===== src/sv/ansi_escape_stripper_defines.svh =====
// assertion macros for the ansi escape stripper
// used by the top level only; no other dependencies
`ifndef ANSI_ESCAPE_STRIPPER_DEFINES_SVH
`define ANSI_ESCAPE_STRIPPER_DEFINES_SVH

`ifndef SYNTHESIS

// checked at each clock edge, off while reset is low
`define AES_ASSERT(lbl, prop, msg) \
    lbl: assert property (@(posedge i_clk) disable iff (!i_rst_n) prop) else $error(msg);

// checked at each clock edge, also while reset is low
`define AES_ASSERT_NR(lbl, prop, msg) \
    lbl: assert property (@(posedge i_clk) prop) else $error(msg);

`else

`define AES_ASSERT(lbl, prop, msg)
`define AES_ASSERT_NR(lbl, prop, msg)

`endif

`endif


===== src/sv/aes_pkg.sv =====
// shared types and character constants for the ansi escape stripper
// no dependencies
package aes_pkg;

    localparam logic [7:0] CH_BEL  = 8'd7;
    localparam logic [7:0] CH_ESC  = 8'd27;
    localparam logic [7:0] CH_CSI8 = 8'h9B;
    localparam logic [7:0] CH_ST8  = 8'h9C;
    localparam logic [7:0] CH_LBRK = 8'h5B;
    localparam logic [7:0] CH_RBRK = 8'h5D;
    localparam logic [7:0] CH_BSL  = 8'h5C;

    localparam logic [7:0] TWO_BYTE_LO = 8'd64;
    localparam logic [7:0] TWO_BYTE_HI = 8'd95;
    localparam logic [7:0] CSI_END_LO  = 8'd64;
    localparam logic [7:0] CSI_END_HI  = 8'd126;

    localparam int AES_QUEUE_DEPTH = 4;

    typedef enum logic [2:0] {
        PS_TEXT    = 3'd0,
        PS_ESC     = 3'd1,
        PS_CSI     = 3'd2,
        PS_OSC     = 3'd3,
        PS_OSC_ESC = 3'd4
    } t_parse_state;

    // one emit command: a byte, preceded by ESC when two is set
    typedef struct packed {
        logic       two;
        logic [7:0] data;
    } t_cmd;

    typedef struct packed {
        logic full;
        logic empty;
    } t_q_status;

endpackage


===== src/sv/ansi_escape_stripper.sv =====
// ansi escape stripper top level: parser front, command queue, output back
// depends on aes_pkg, aes_front, aes_queue, aes_back and the defines header
//
// input channel: one terminal byte per request on i_in_byte, valid/ready.
// output channel: cleaned bytes on o_out_byte with o_last_of_run, valid/ready;
// o_last_of_run marks the final byte caused by one input byte.
// escape sequences (csi, osc, two-byte esc codes) and text bel are removed
// and give no output. esc followed by an ordinary byte gives two outputs,
// esc then the byte.
// throughput: one input byte per cycle while the queue is not full; the output
// side gives one byte per cycle while the receiver is ready.
// path: the queue is written when the input is accepted, and the output
// register loads from the queue head when it is empty or its byte is taken;
// o_out_valid and o_out_byte come straight from that register.
// reset (synchronous, active low) returns the parser to plain text and
// empties the queue and the output register.
// when the receiver stalls, the output register holds its request and the
// queue fills; o_in_ready drops only when the queue is full.
`include "ansi_escape_stripper_defines.svh"

module ansi_escape_stripper #(
    parameter int QUEUE_DEPTH = aes_pkg::AES_QUEUE_DEPTH
) (
    input  logic       i_clk,
    input  logic       i_rst_n,
    input  logic       i_in_valid,
    output logic       o_in_ready,
    input  logic [7:0] i_in_byte,
    output logic       o_out_valid,
    input  logic       i_out_ready,
    output logic [7:0] o_out_byte,
    output logic       o_last_of_run
);
    import aes_pkg::*;

    // parser to queue
    logic      w_push;
    t_cmd      w_cmd;
    // queue to output side
    t_cmd      w_head;
    t_q_status w_q_status;
    logic      w_pop;

    aes_front u_front (
        .i_clk      (i_clk),
        .i_rst_n    (i_rst_n),
        .i_valid    (i_in_valid),
        .i_byte     (i_in_byte),
        .o_ready    (o_in_ready),
        .i_q_status (w_q_status),
        .o_push     (w_push),
        .o_cmd      (w_cmd)
    );

    aes_queue #(
        .DEPTH (QUEUE_DEPTH)
    ) u_queue (
        .i_clk    (i_clk),
        .i_rst_n  (i_rst_n),
        .i_push   (w_push),
        .i_cmd    (w_cmd),
        .i_pop    (w_pop),
        .o_head   (w_head),
        .o_status (w_q_status)
    );

    aes_back u_back (
        .i_clk      (i_clk),
        .i_rst_n    (i_rst_n),
        .i_q_status (w_q_status),
        .i_head     (w_head),
        .o_pop      (w_pop),
        .o_valid    (o_out_valid),
        .i_ready    (i_out_ready),
        .o_byte     (o_out_byte),
        .o_last     (o_last_of_run)
    );

    // a non-final output is always the esc lead-in
    `AES_ASSERT(a_lead_is_esc, (o_out_valid && !o_last_of_run) |-> (o_out_byte == CH_ESC), "non-final output byte is not esc")
    // the partner byte follows the esc lead-in right away
    `AES_ASSERT(a_pair_follows, (o_out_valid && i_out_ready && !o_last_of_run) |=> (o_out_valid && o_last_of_run), "esc lead-in not followed by its byte")
    // queue never takes a push while full
    `AES_ASSERT(a_no_overflow, w_q_status.full |-> !w_push, "push into full queue")
    // reset empties the output register
    `AES_ASSERT_NR(a_reset_clears, !i_rst_n |=> !o_out_valid, "output valid after reset")

endmodule


===== src/sv/aes_front.sv =====
// front end: parses the byte stream and queues emit commands
// depends on aes_pkg
module aes_front (
    input  logic               i_clk,
    input  logic               i_rst_n,
    input  logic               i_valid,
    input  logic [7:0]         i_byte,
    output logic               o_ready,
    input  aes_pkg::t_q_status i_q_status,
    output logic               o_push,
    output aes_pkg::t_cmd      o_cmd
);
    import aes_pkg::*;

    t_parse_state r_state;
    t_parse_state n_state;
    logic         w_accept;

    assign o_ready  = !i_q_status.full;
    assign w_accept = i_valid && o_ready;

    always_ff @(posedge i_clk) begin
        if (!i_rst_n) begin
            r_state <= PS_TEXT;
        end else if (w_accept) begin
            r_state <= n_state;
        end
    end

    // next state
    always_comb begin
        n_state = PS_TEXT;
        unique case (r_state)
            PS_TEXT: begin
                if (i_byte == CH_ESC) begin
                    n_state = PS_ESC;
                end else if (i_byte == CH_CSI8) begin
                    n_state = PS_CSI;
                end
            end
            PS_ESC: begin
                if (i_byte == CH_LBRK) begin
                    n_state = PS_CSI;
                end else if (i_byte == CH_RBRK) begin
                    n_state = PS_OSC;
                end
            end
            PS_CSI: begin
                if (!(i_byte >= CSI_END_LO && i_byte <= CSI_END_HI)) begin
                    n_state = PS_CSI;
                end
            end
            PS_OSC: begin
                if (i_byte == CH_ESC) begin
                    n_state = PS_OSC_ESC;
                end else if (i_byte != CH_BEL && i_byte != CH_ST8) begin
                    n_state = PS_OSC;
                end
            end
            PS_OSC_ESC: begin
                n_state = (i_byte == CH_BSL) ? PS_TEXT : PS_OSC;
            end
            default: n_state = PS_TEXT;
        endcase
    end

    // emit command
    always_comb begin
        o_push      = 1'b0;
        o_cmd.two   = 1'b0;
        o_cmd.data  = i_byte;
        unique case (r_state)
            PS_TEXT: begin
                o_push = w_accept && i_byte != CH_ESC && i_byte != CH_CSI8
                         && i_byte != CH_BEL;
            end
            PS_ESC: begin
                o_cmd.two = 1'b1;
                o_push    = w_accept && i_byte != CH_LBRK && i_byte != CH_RBRK
                            && !(i_byte >= TWO_BYTE_LO && i_byte <= TWO_BYTE_HI);
            end
            default: o_push = 1'b0;
        endcase
    end

endmodule


===== src/sv/aes_queue.sv =====
// short command queue between the parser and the output side
// depends on aes_pkg
module aes_queue #(
    parameter int DEPTH = aes_pkg::AES_QUEUE_DEPTH
) (
    input  logic               i_clk,
    input  logic               i_rst_n,
    input  logic               i_push,
    input  aes_pkg::t_cmd      i_cmd,
    input  logic               i_pop,
    output aes_pkg::t_cmd      o_head,
    output aes_pkg::t_q_status o_status
);
    import aes_pkg::*;

    localparam int AW = $clog2(DEPTH);
    localparam int CW = $clog2(DEPTH + 1);

    t_cmd          r_mem [DEPTH];
    logic [AW-1:0] r_wr;
    logic [AW-1:0] r_rd;
    logic [CW-1:0] r_count;
    logic          w_push;
    logic          w_pop;

    assign o_status.full  = (r_count == CW'(DEPTH));
    assign o_status.empty = (r_count == '0);
    assign w_push = i_push && !o_status.full;
    assign w_pop  = i_pop && !o_status.empty;
    assign o_head = r_mem[r_rd];

    always_ff @(posedge i_clk) begin
        if (w_push) begin
            r_mem[r_wr] <= i_cmd;
        end
    end

    always_ff @(posedge i_clk) begin
        if (!i_rst_n) begin
            r_wr    <= '0;
            r_rd    <= '0;
            r_count <= '0;
        end else begin
            if (w_push) begin
                r_wr <= (r_wr == AW'(DEPTH - 1)) ? '0 : r_wr + 1'b1;
            end
            if (w_pop) begin
                r_rd <= (r_rd == AW'(DEPTH - 1)) ? '0 : r_rd + 1'b1;
            end
            if (w_push && !w_pop) begin
                r_count <= r_count + 1'b1;
            end else if (w_pop && !w_push) begin
                r_count <= r_count - 1'b1;
            end
        end
    end

endmodule


===== src/sv/aes_back.sv =====
// back end: expands queued commands into output requests
// depends on aes_pkg
module aes_back (
    input  logic               i_clk,
    input  logic               i_rst_n,
    input  aes_pkg::t_q_status i_q_status,
    input  aes_pkg::t_cmd      i_head,
    output logic               o_pop,
    output logic               o_valid,
    input  logic               i_ready,
    output logic [7:0]         o_byte,
    output logic               o_last
);
    import aes_pkg::*;

    logic       r_valid;
    logic [7:0] r_byte;
    logic       r_last;
    logic       r_esc_sent;
    logic       w_load;
    logic       w_first;

    assign w_load  = !r_valid || i_ready;
    // head needs its ESC lead-in first
    assign w_first = i_head.two && !r_esc_sent;
    assign o_pop   = w_load && !i_q_status.empty && !w_first;

    always_ff @(posedge i_clk) begin
        if (!i_rst_n) begin
            r_valid    <= 1'b0;
            r_esc_sent <= 1'b0;
        end else if (w_load) begin
            r_valid    <= !i_q_status.empty;
            if (!i_q_status.empty) begin
                r_esc_sent <= w_first;
            end
        end
    end

    always_ff @(posedge i_clk) begin
        if (w_load && !i_q_status.empty) begin
            r_byte <= w_first ? CH_ESC : i_head.data;
            r_last <= !w_first;
        end
    end

    assign o_valid = r_valid;
    assign o_byte  = r_byte;
    assign o_last  = r_last;

endmodule

===== config.mk =====
export PLATFORM = sky130hd
export DESIGN_NAME = ansi_escape_stripper
export DESIGN_NICKNAME = d
export VERILOG_FILES = /design/src/sv/aes_pkg.sv /design/src/sv/ansi_escape_stripper.sv /design/src/sv/aes_front.sv /design/src/sv/aes_queue.sv /design/src/sv/aes_back.sv
export VERILOG_INCLUDE_DIRS = /design/src /design/src/sv
export SDC_FILE = /design/constraint.sdc
export NUM_CORES = 1
export LEC_CHECK = 0
export BUFFER_PORTS_ARGS = -buffer_cell sky130_fd_sc_hd__buf_4
export CELL_PAD_IN_SITES_DETAIL_PLACEMENT = 0
export CELL_PAD_IN_SITES_GLOBAL_PLACEMENT = 1
export CORE_UTILIZATION = 49
export CTS_CLUSTER_SIZE = 30
export DETAILED_ROUTE_END_ITERATION = 7
export PLACE_DENSITY = 0.91
export SLEW_MARGIN = 20
export SYNTH_ARGS = -nofsm -noshare
export SYNTH_HDL_FRONTEND = slang
export SYNTH_HIERARCHICAL = 1
export SYNTH_SLANG_ARGS = --single-unit

===== constraint.sdc =====
create_clock -name i_clk -period 3.4 [get_ports i_clk]
set_clock_uncertainty 0.2 [all_clocks]
set_input_delay 0.17 -clock i_clk [delete_from_list [all_inputs] [get_ports i_clk]]
set_output_delay 0.17 -clock i_clk [all_outputs]
set_load 0.005 [all_outputs]

Word-level counts from Yosys, hierarchy flattened
Memory sizes are Yosys's and may differ from the RTL's. A register that Yosys moved wholly into a read port is not among the register bits.
Cells that the tools add are included.
- flip-flop bits (word level): 21
- latch bits: 0
- memory bits (writable): 36
- memory bits (read-only): 0
- input bits: 12
- output and inout bits: 11
- logic and storage cells: 84
- memories kept: 1
- memory list (memory ; depth ; width ; read ports ; clocked after memory_dff ; write ports ; RTL line ; text):
    u_queue.r_mem ; 4 ; 9 ; 1 ; 1 ; 1 ; aes_queue.sv:19 ; t_cmd r_mem [DEPTH];
- $add $sub $neg: 4
- multiply operators: 0
- divide/modulo/power cells: 0
- $lt $le $gt $ge: 3
- equality and inequality tests: 18
- shift-type cells: 0
- mux-type cells: 19
- bitwise logic cells: 1
- reductions and logical operators: 30
- operators with widths (operator ; count):
    8-bit by 7-bit equality test with 1-bit output, second input constant ; 3
    2-bit two-way mux ; 9
    1-bit logical AND ; 17
    8-bit by 7-bit less-or-equal comparator with 1-bit output, second input constant ; 2
    8-bit by 7-bit inequality test with 1-bit output, second input constant ; 2
    8-bit inequality test, second input constant ; 2
    3-bit two-way mux ; 5
    3-bit one-hot mux with 5 select lines ; 1
    8-bit by 5-bit equality test with 1-bit output, second input constant ; 1
    8-bit equality test, second input constant ; 1
    8-bit by 7-bit >= comparator with 1-bit output, second input constant ; 1
    1-bit logical NOT ; 8
    8-bit by 3-bit inequality test with 1-bit output, second input constant ; 1
    8-bit by 5-bit inequality test with 1-bit output, second input constant ; 1
    3-bit by 2-bit equality test with 1-bit output, second input constant ; 2
    3-bit equality test, second input constant ; 2
    3-bit logical NOT ; 2
    2-bit by 1-bit adder with 2-bit output, second input constant ; 2
    2-bit equality test, second input constant ; 2
    3-bit by 1-bit adder with 3-bit output, second input constant ; 1
    3-bit by 1-bit equality test with 1-bit output, second input constant ; 1
    1-bit two-way mux ; 3
    3-bit by 1-bit subtractor with 3-bit output, second input constant ; 1
    1-bit one-hot mux with 2 select lines ; 1
    4 further kinds ; 4

Logic depth before layout (Yosys ltp)
Gate-level depths: netlist (run 1).
- depth after elaboration: 12
- depth in mapped cells: 12
- gate-level depth less buffers: 11

Cells and area by module
Netlist (run 1), hierarchy kept.
- modules (own cells, without submodules) (module ; times used ; cells each ; area an instance (µm²) ; seq. area each (µm²)):
    aes_queue ; 1 ; 98 ; 1773.0 ; 1261.2
    aes_front ; 1 ; 58 ; 441.7 ; 60.1
    aes_back ; 1 ; 29 ; 424.2 ; 310.3

Worst setup path before layout (run 1)
No wires, ideal clock.
- path type: register -> register
- start: reg (tool-made name)
- end: reg u_queue.r_count[2]
- setup time: 0.076 ns
- data arrival time: 2.578 ns
- required time: 3.124 ns
- setup slack: 0.547 ns
- stages on the path, launching flop included: 13
- buffers on the path: 2
- period minus slack after synthesis: 2.853 ns
- cells stage by stage: dfxtp_1 -> clkbuf_1 -> mux4_2 -> nand2b_1 -> clkbuf_1 -> and2_1 -> o31ai_1 -> ha_1 -> inv_1 -> fa_1 -> xor2_1 -> or3_1 -> a21boi_0
- RTL lines (item ; RTL line ; text):
    end signal, assigned ; aes_queue.sv:51 ; r_count <= r_count + 1'b1;
    end signal, assigned ; aes_queue.sv:53 ; r_count <= r_count - 1'b1;
    end, declared ; aes_queue.sv:22 ; logic [CW-1:0] r_count;

Final worst setup path (run 1)
- start: in i_in_byte[2]
- end: reg u_queue.r_count[2]
- longest elaborated chain between the ends: 9
- elaborated cells on any way between the ends: 22
- those cells by class: 2 x order compare; 5 x eq/ne; 2 x mux; 13 x reduce/logical
- ends and longest elaborated chain (item ; RTL line ; text):
    start, declared ; ansi_escape_stripper.sv:28 ; input logic [7:0] i_in_byte,
    8-bit by 7-bit >= comparator with 1-bit output (tied with other cells) ; aes_front.sv:80 ; && !(i_byte >= TWO_BYTE_LO && i_byte <= TWO_BYTE_HI);
    1-bit logical AND, on equally long branches ; aes_front.sv:80, aes_front.sv:74, aes_front.sv:79 ;
    1-bit logical NOT (tied with other cells) ; aes_front.sv:80 ;
    1-bit logical AND, on equally long branches ; aes_front.sv:80, aes_front.sv:75 ;
    1-bit one-hot mux with 2 select lines * ; aes_front.sv:72 ; unique case (r_state)
    via w_push ; ansi_escape_stripper.sv:37 ; logic w_push;
    1-bit logical AND * ; aes_queue.sv:28 ; assign w_push = i_push && !o_status.full;
    1-bit logical NOT ; aes_queue.sv:52 ; end else if (w_pop && !w_push) begin
    1-bit logical AND ; aes_queue.sv:52 ;
    2-bit nonzero test (no line) ; -- ;
The timed path passes the listed nets; every way through them passes the cells marked *.
A chain may end at the register's enable or synchronous reset.

==> results of run 1 <==
## state kept, by name, summed over array words and instances, names as in the netlist, named ones only
register	cells
u_queue/r_mem	36
u_back/r_esc_sent	1
u_back/o_valid	1
u_back/o_last	1
u_queue/r_wr	2
u_queue/r_count	3
u_front/r_state	3
u_queue/r_rd	2
u_back/o_byte	8
## Yosys cell counts (all sizes together), types with 3 or more instances
master	n	share of area (%)
and2	12	2.8
nor2	7	1.0
inv	5	0.71
clkbuf	3	0.43
edfxtp	45	51
buf	10	2.7
o21ai	7	1.3
mux4	9	7.7
mux2i	3	1.1
nor2b	4	1.2
nor3b	5	1.8
nand2	8	1.1
nand2b	9	2.1
nor3	3	0.57
ha	6	2.8
dfxtp	14	11
nand3	4	0.76
## tightest hold or removal path: cells and delay by family
kind	cells	cell delay, ns
buf+inv	1	0.08
compound gates	1	0.22
simple gates	2	0.19
## kinds of logic after synthesis
| logic type | count (synthesis) | synth area share [%] |
|---|---|---|
| adders and majority gates | 7 | 3.60 |
| xor gates and xnor gates | 3 | 0.996 |
| AOI/OAI and AO/OA | 21 | 5.36 |
| muxes | 12 | 8.82 |
| and+or+nand+nor | 65 | 15.6 |
| buffers and inverters | 18 | 3.79 |
| DFF | 59 | 61.8 |
## worst min-delay path by stage
stage / endpoint / slack [ns]
floorplan: u_back/o_valid$_SDFFE_PN0P_ / 0.09
global placement: u_queue/r_mem[2][4]$_DFFE_PP_ / 0.22
detailed placement: u_queue/r_mem[1][4]$_DFFE_PP_ / 0.23
CTS: u_front/r_state[2]$_SDFFE_PN0P_ / 0.16
global route: u_front/r_state[2]$_SDFFE_PN0P_ / 0.19
finish: u_front/r_state[2]$_SDFFE_PN0P_ / 0.17
## stage by stage
step,worst slack (ns),instances,power (mW),instance area [sq um]
3_5_place_dp,0.380,268,1.70,2840
2_1_floorplan,0.547,185,1.48,2640
3_3_place_gp,0.523,268,1.68,2840
5_1_grt,0.0121,295,2.43,3130
6_report,0.337,295,2.28,3130
4_1_cts,0.363,295,2.30,3130
## power groups by stage
stage	combinational [mW]	sequential [mW]	clock, mW
finish	0.631	1.06	0.585
global route	0.713	1.08	0.629
CTS	0.642	1.06	0.596
detailed placement	0.626	1.07	0
global placement	0.612	1.07	0
floorplan	0.418	1.06	0
## routing by layer
layer  wire (um)  vias up  global-route usage, %
met5           0        -                      0
met4          64        0                   7.61
met3         183        7                   7.14
met2        2110       40                   27.8
met1        1960      748                   23.3
li1            -      766                      -
## cell type report
class                   count  area share, %
clock buffers               9           3.95
clock inverters             7           1.88
inverters                   5          0.599
multi-input cells         108           29.0
flip-flops and latches     59           52.1
well taps                  70           2.80
repair buffers             37           9.74
## what timing repair did
| item | in CTS | in global routing |
|---|---|---|
| endpoints found under the hold margin | 41 | 0 |
| endpoints found under the setup margin | 0 | 0 |
| hold buffers | 11 | 0 |
| gates resized for setup | 0 | 0 |
| buffers inserted | 0 | 0 |
## cells in the final DEF, fill, tap and decap left out, types with 5 or more instances in the layout
| master | Yosys | layout |
|---|---|---|
| and2_1 | 12 | 12 |
| buf_4 | 8 | 26 |
| clkbuf_8 | 0 | 9 |
| dfxtp_1 | 14 | 14 |
| dlygate4sd3_1 | 0 | 11 |
| edfxtp_1 | 45 | 45 |
| ha_1 | 6 | 6 |
| inv_1 | 5 | 5 |
| mux4_2 | 9 | 9 |
| nand2_1 | 8 | 8 |
| nand2b_1 | 9 | 9 |
| nor2_1 | 7 | 7 |
| o21ai_0 | 6 | 6 |
==> out/metrics.cfg, run 1 <==
[setup_path]
cp.required_ns = 3.45
worst-path-buf-inv = 3
crit_path_end = u_queue/r_count[2]$_SDFFE_PN0P_
r2r-end = u_queue/r_count[2]$_SDFFE_PN0P_
max_stage_delay_ns = 0.53
crit_family = simple AND/OR/NAND/NOR gates
path_cells = dlygate4sd3_1, buf_4, and3b_1, o2111ai_1, nand3_1, a21oi_1, nor2b_1, ha_1, inv_1, fa_1, xor2_1, or3_1, a21boi_0
cp.depth = 13
r2r_start = u_queue/r_count[1]$_SDFFE_PN0P_
ff2ff_path_depth = 10
critPathCaptureType = flip-flop
cp.arrival_ns = 3.12
cpMaxStageDelayCell = dlygate4sd3_1
critPathKind = input port to flip-flop
worstPathMaxFanout = 11
rrSetupSlack_ns = 0.37
startpoint = i_in_byte[2]
cp-start-kind = input port

[power]
peakVddDrop_uv = 292
clkPwrFrac_pct = 25.7
p_sw_share_pct = 27.5
p_leak_nw = 1.12
p_seq_share_pct = 46.5
internal-power_mw = 1.65
combPwrFrac_pct = 27.8
power.switching_mw = 0.625
p_per_area_nw_per_um2 = 726

[detailed_routing]
vias_per_cell = 5.29
drt_iter0_markers = 100
wirelength_mm = 4.32
wire_per_inst_um = 14.6
route.detailed.drc = 0
first_pass_iters = 4
vias = 1561
antenna_left = 0

[sta]
tns_ns = 0
min_period_ns = 3.06
hold_viol_final = 0
fin_crit_sh_pct = 90.1
rsz0062_at_grt = false
slew_violations = 0
setup_violations = 0
worst_pin_slew_ns = 0.753
max_freq_mhz = 326
relSlewSlack_pct = 49.6
holdWs_ns = 0.167

[global_route]
grt_usage_pct = 18.2
grt_pass1_vias = 1453
antenna_found_initial = 0
grt_overflow = 0
grt_first_pass_wirelength_mm = 7.10
grt_max_degree = 18

[cells_and_area]
fillers = 408
drive_gt1_share_pct = 23.6
ff_latch_area_sq_um = 1630
syn2layout_area_growth_pct = 18.7
post-route-util_pct = 61.0
nNetsFinal = 239
diodes = 0
multi_input_comb_area_sq_um = 907

[yosys]
synth-main-ff-cell = edfxtp_1
synth_cell_types = 46
async_flop_share_pct = 0
seq_area_frac_synth_pct = 61.8
synth_cells = 185
netlist_area_sq_um = 2640
synth_edf_count = 45
avgSynthCellArea_sq_um = 14.3
yosysWarnings = 6
yosys_register_bits = 59
synth_nets = 204

[clock_tree]
cts_root_buffer = clkbuf_8
cts.htree.levels = 3
cts_buffers = 9
cts_tree = done
clockBufferDepth = 2
worstSkewPairLatency_ns = 0.33
clock_sinks = 59
path_clk_slew_ns = 0.07

[floorplanning]
dieArea_sq_um = 5680
start_util_pct = 51.3
io_pins = 23
die_w_um = 75.4
die_h_um = 75.4
core_sq_um = 5140
rows = 26

[hold_path]
whs_path_depth = 4
hp-class = input port to flip-flop
hold_start = i_in_valid

[run]
maxCapViolCount = 0

[outcome]
status = complete, no violations

[placement]
port_buffers = 22
finalWeightedCongestion = 0.734
dp_hpwl_mm = 2.98

Note: power is estimated with default switching activity, not from simulation.
==> run 2: changes to the inputs <==
PLACE_DENSITY = 0.88   (was 0.91)
==> run 2 against run 1 <==
Effect of this change:
- hold slack lost 0.0027 ns
- combinational power is 2% higher
- power grew 9.3%
- register-to-register slack worse by 0.05 ns
- clock power rose by 33%
- sequential share of layout area down 0.96 points
- non-clock buffer count fell by 1
- design area is 1.9% higher
- largest power group unchanged
- highest routed layer unchanged
==> out/metrics.cfg, run 2 (same netlist as run 1, synthesis figures left out) <==
[setup_path]
cp-start-kind = flip-flop
crit_family = simple AND/OR/NAND/NOR gates
cp.arrival_ns = 3.13  ; about the same
critPathKind = flip-flop to flip-flop
r2r_start = u_queue/r_count[0]$_SDFFE_PN0P_
worst-path-buf-inv = 1  ; -2
ff2ff_path_depth = 10  ; unchanged
path_cells = nor3_1, nor2_1, and2_1, o31ai_1, ha_1, inv_1, fa_1, xor2_1, or3_1, a21boi_0
cpMaxStageDelayCell = dfxtp_1
cp.required_ns = 3.45  ; about the same
r2r-end = u_queue/r_count[2]$_SDFFE_PN0P_
worstPathMaxFanout = 11  ; unchanged
max_stage_delay_ns = 0.39  ; -0.14 ns
rrSetupSlack_ns = 0.32  ; -0.05 ns
critPathCaptureType = flip-flop

[detailed_routing]
first_pass_iters = 4  ; unchanged
vias = 1621  ; +3.8%
antenna_left = 0  ; unchanged
route.detailed.drc = 0  ; unchanged
wire_per_inst_um = 16.6  ; +14%
vias_per_cell = 5.51  ; +4.2%
drt_iter0_markers = 112  ; +12%
wirelength_mm = 4.90  ; +13%

[global_route]
grtUsageMet2_pct = 33.0  ; +5.3 points
antenna_found_initial = 0  ; unchanged
grt_pass1_vias = 1631  ; +12%
grt_max_degree = 18  ; unchanged
use_met1_pct = 23.2  ; -0.076 points
grt_usage_pct = 19.8  ; +1.7 points
grt_busiest_layer = met2
grt_first_pass_wirelength_mm = 7.77  ; +9.4%
grt_overflow = 0  ; unchanged
met3_usage_pct = 4.76  ; -2.4 points

[outcome]
status = complete, no violations

[placement]
post-place-ws_ns = 0.363  ; -0.0168 ns
finalWeightedCongestion = 0.817  ; +11%
dp_hpwl_mm = 3.28  ; +10%
port_buffers = 22  ; unchanged

[clock_tree]
cts_buffers = 9  ; unchanged
ctsResizeCount = 0  ; unchanged
cts_tree = done
clockBufferDepth = 2  ; unchanged
cts_root_buffer = clkbuf_8
clock_sinks = 59  ; unchanged
worstSkewPairLatency_ns = 0.33  ; about the same
path_clk_slew_ns = 0.07  ; about the same
cts.htree.levels = 3  ; unchanged

[floorplanning]
die_h_um = 75.4  ; unchanged
die_w_um = 75.4  ; unchanged
core_sq_um = 5140  ; unchanged
rows = 26  ; unchanged
io_pins = 23  ; unchanged
dieArea_sq_um = 5680  ; unchanged
start_util_pct = 51.3  ; unchanged

[sta]
tns_ns = 0  ; unchanged
timing.final.ws_setup_ns = 0.323  ; -0.0131 ns
worst_pin_slew_ns = 0.819  ; +0.0660 ns
relSlewSlack_pct = 45.2  ; -4.4 points
hold_viol_final = 0  ; unchanged
max_freq_mhz = 325  ; -0.43%
min_period_ns = 3.08  ; +0.0131 ns
setup_violations = 0  ; unchanged
rsz0062_at_grt = false
slew_violations = 0  ; unchanged
fin_crit_sh_pct = 90.5  ; +0.39 points

[hold_path]
whs_path_depth = 4  ; unchanged
hp-class = input port to flip-flop
hold_start = i_in_valid
hold_path_end = u_front/r_state[2]$_SDFFE_PN0P_

[cells_and_area]
drive_gt1_share_pct = 24.6  ; +1.0 points
diodes = 0  ; unchanged
regMostFlops = u_queue/r_mem
syn2layout_area_growth_pct = 21.0
final_common_cell = edfxtp_1
nNetsFinal = 238  ; -0.42%
largest_reg_flops = 36  ; unchanged
final_cell_mix = edfxtp_1, buf_4, dfxtp_1

[power]
peakVddDrop_uv = 407  ; +39%
p_per_area_nw_per_um2 = 779  ; +7.3%
p_leak_nw = 1.14  ; +2.4%

[run]
maxCapViolCount = 0  ; unchanged

[run 2: cell count changes in the layout (fill, tap and decap cells not counted)]
| cell | delta |
|---|---|
| clkinvlp_4 | -1 |
| bufinv_16 | +2 |
| clkinv_1 | -3 |
| buf_4 | -1 |
| clkinv_2 | -2 |
| inv_6 | +1 |
| clkinv_4 | +3 |
[run 2: stage by stage]
step	utilization, %	instances	hold slack [ns]	instance area (sq um)	power, mW
after floorplan	-	185	0.0875	2640	1.48
after global placement	55.1	267	0.214	2830	1.68
after detailed placement	55.1	267	0.230	2830	1.71
after CTS	62.1	294	0.141	3190	2.51
after global routing	62.1	294	0.170	3190	2.63
final	62.1	294	0.164	3190	2.49
[run 2: worst max path at each step]
stage	start	endpoint	slack (ns)	cells after the start
floorplan	flip-flop	u_queue/r_count[2]$_SDFFE_PN0P_	0.55	12
global route	u_queue/r_count[0]$_SDFFE_PN0P_	u_queue/r_count[2]$_SDFFE_PN0P_	0.04	10
detailed placement	u_queue/r_count[0]$_SDFFE_PN0P_	u_queue/r_count[2]$_SDFFE_PN0P_	0.36	10
CTS	u_queue/r_count[0]$_SDFFE_PN0P_	u_queue/r_count[2]$_SDFFE_PN0P_	0.34	10
finish	u_queue/r_count[0]$_SDFFE_PN0P_	u_queue/r_count[2]$_SDFFE_PN0P_	0.32	10
global placement	u_queue/r_count[0]$_SDFFE_PN0P_	u_queue/r_count[2]$_SDFFE_PN0P_	0.52	10
[run 2: worst min-delay path: cells and delay by family]
family,cells,cell delay [ns]
AOI/OAI and AO/OA,1,0.22
buffers and inverters,1,0.08
and+or+nand+nor,2,0.18
[run 2: what timing repair did]
item / CTS / global route
endpoints found under the setup margin: 0 / 0
buffers inserted: 0 / 0
hold endpoints to repair: 44 / 0
hold buffers: 11 / 0
[run 2: power by group]
part           internal (mW)  switching (mW)  leakage (nW)  total, mW
Clock                  0.493           0.286         0.124      0.778
Sequential             0.988          0.0760         0.531       1.06
Combinational          0.334           0.310         0.487      0.645
[run 2: cell type report]
class                      instances  area (sq um)
clock inverter                     7           125
sequential                        59          1630
timing repair buffer              36           298
fill                             423          1950
inverter                           5          18.8
multi-input combinational        108           907
tap                               70          87.6
clock buffer                       9           124
[run 2: layer usage]
layer	up-vias	routed length [um]
li1	758	-
met1	802	2050
met2	55	2560
met3	6	211
met4	0	70
met5	-	0
==> run 3: changes to the inputs <==
CORE_MARGIN = 2   (was not set)
==> run 3 against run 2 <==
Effect of this change:
- power fell by 4.7%
- sequential power barely moved
- combinational power fell by 0.8%
- critical path type unchanged
- largest cell class unchanged
==> out/metrics.cfg, run 3 (same netlist as run 1, synthesis figures left out) <==
[outcome]
status = complete, no violations

[run]
maxCapViolCount = 0  ; unchanged

[cells_and_area]
final_cell_mix = edfxtp_1, buf_4, dfxtp_1
fillers = 414  ; -2.1%
nNetsFinal = 238  ; unchanged
diodes = 0  ; unchanged
syn2layout_area_growth_pct = 19.4
final_common_cell = edfxtp_1
post-route-util_pct = 61.3  ; -0.80 points
ff_latch_area_sq_um = 1630  ; unchanged
fin_area_sq_um = 3150  ; -1.3%
drive_gt1_share_pct = 22.8  ; -1.8 points
multi_input_comb_area_sq_um = 907  ; unchanged
fin_cells = 294  ; unchanged
largest_reg_flops = 36  ; unchanged
regMostFlops = u_queue/r_mem

[floorplanning]
start_util_pct = 51.3  ; unchanged
core_sq_um = 5140  ; unchanged
io_pins = 23  ; unchanged
dieArea_sq_um = 5990  ; +5.4%
die_h_um = 77.4  ; +2.7%
rows = 26  ; unchanged
die_w_um = 77.4  ; +2.7%

[clock_tree]
ctsResizeCount = 0  ; unchanged
clock_sinks = 59  ; unchanged
path_clk_slew_ns = 0.06  ; about the same
clockBufferDepth = 2  ; unchanged
cts.htree.levels = 3  ; unchanged
worstSkewPairLatency_ns = 0.33  ; about the same
cts_buffers = 9  ; unchanged
cts_tree = done
cts_root_buffer = clkbuf_8

[detailed_routing]
first_pass_iters = 4  ; unchanged
route.detailed.drc = 0  ; unchanged
wire_per_inst_um = 15.8  ; -5.3%
antenna_left = 0  ; unchanged
wl_met2_mm = 2.24  ; -12%
wirelength_mm = 4.64  ; -5.3%
vias_per_cell = 5.42  ; -1.7%
drt_iter0_markers = 132  ; +18%
met3_length_um = 205  ; -2.8%
top_layer_used = met4
wl_met1_mm = 2.07  ; +0.63%
vias = 1594  ; -1.7%

[global_route]
grt_usage_pct = 16.8  ; -3.1 points
antenna_found_initial = 0  ; unchanged
grt_max_degree = 18  ; unchanged
grt_pass1_vias = 1546  ; -5.2%
grt_overflow = 0  ; unchanged
grt_first_pass_wirelength_mm = 7.51  ; -3.4%

[power]
power.switching_mw = 0.642  ; -4.5%
p_seq_share_pct = 44.9  ; +2.1 points
p_sw_share_pct = 27.1  ; +0.042 points
power_mw = 2.37  ; -4.7%
p_leak_nw = 1.12  ; -1.8%
clkPwrFrac_pct = 28.1  ; -3.2 points
peakVddDrop_uv = 321  ; -21%
combPwrFrac_pct = 27.0  ; +1.1 points
p_per_area_nw_per_um2 = 752  ; -3.4%
internal-power_mw = 1.73  ; -4.7%

[setup_path]
cpMaxStageDelayCell = dfxtp_1
cp.required_ns = 3.45  ; about the same
r2r_start = u_queue/r_count[0]$_SDFFE_PN0P_
cp.arrival_ns = 3.07  ; -0.06 ns
path_cells = nor3_1, nor2_1, and2_1, o31ai_1, ha_1, inv_1, fa_1, xor2_1, or3_1, a21boi_0
startpoint = u_queue/r_count[0]$_SDFFE_PN0P_
worst-path-buf-inv = 1  ; unchanged
critPathKind = flip-flop to flip-flop
cp-start-kind = flip-flop
crit_family = simple AND/OR/NAND/NOR gates
worstPathMaxFanout = 11  ; unchanged
critPathCaptureType = flip-flop
max_stage_delay_ns = 0.39  ; about the same

[sta]
relSlewSlack_pct = 44.9  ; -0.35 points
slew_violations = 0  ; unchanged
holdWs_ns = 0.161  ; -0.00304 ns
fin_crit_sh_pct = 88.9  ; -1.6 points
worst_pin_slew_ns = 0.824  ; +0.00521 ns
rsz0062_at_grt = false
min_period_ns = 3.02  ; -0.0543 ns
timing.final.ws_setup_ns = 0.378  ; +0.0543 ns
max_freq_mhz = 331  ; +1.8%
tns_ns = 0  ; unchanged
setup_violations = 0  ; unchanged
hold_viol_final = 0  ; unchanged

[placement]
placed_cells = 267  ; unchanged
dp_hpwl_mm = 3.17  ; -3.3%
finalWeightedCongestion = 0.890  ; +8.9%
placed_area_sq_um = 2830  ; unchanged
post-place-ws_ns = 0.402  ; +0.0393 ns
port_buffers = 22  ; unchanged

[hold_path]
hp-class = input port to flip-flop
hold_start = i_in_valid

[run 3: timing repair]
item                                   4_1_cts  5_1_grt
endpoints found under the hold margin       38        0
hold buffers                                11        0
setup buffers                                0        0
[run 3: worst register-to-register path, stage by stage, from the launching register on]
cell and delay [ns]:
dfxtp_1 0.39, nor3_1 0.32, nor2_1 0.27, and2_1 0.23, o31ai_1 0.17, ha_1 0.31
inv_1 0.06, fa_1 0.37, xor2_1 0.16, or3_1 0.30, a21boi_0 0.17
[run 3: metal layers]
metal,vias to the layer above,track usage [%]
met2,56,26.0
met4,0,10.0
met3,13,4.30
met1,767,21.3
li1,758,-
met5,-,0
[run 3: power by group through the flow]
stage               Clock [mW]  Sequential, mW  Combinational, mW
finish                   0.667            1.06              0.640
global route             0.708            1.08              0.715
CTS                      0.678            1.07              0.649
detailed placement           0            1.08              0.631
global placement             0            1.07              0.609
floorplan                    0            1.06              0.418
[run 3: area by class of cell]
cell class	instances	area share, %
Clock inverter	6	2.54
Timing Repair Buffer	36	9.45
Tap cell	70	2.78
Sequential cell	59	51.8
Multi-Input combinational cell	108	28.8
Clock buffer	10	4.05
Inverter	5	0.596
[run 3: path summary, 6_finish.rpt]
kind	endpoint	slack, ns	cells after the start
setup / recovery	u_queue/r_count[2]$_SDFFE_PN0P_	0.38	10
hold / removal	u_front/r_state[2]$_SDFFE_PN0P_	0.16	4
setup reg to reg	u_queue/r_count[2]$_SDFFE_PN0P_	0.38	10
hold reg to reg	u_back/r_esc_sent$_SDFFE_PN0P_	0.28	2
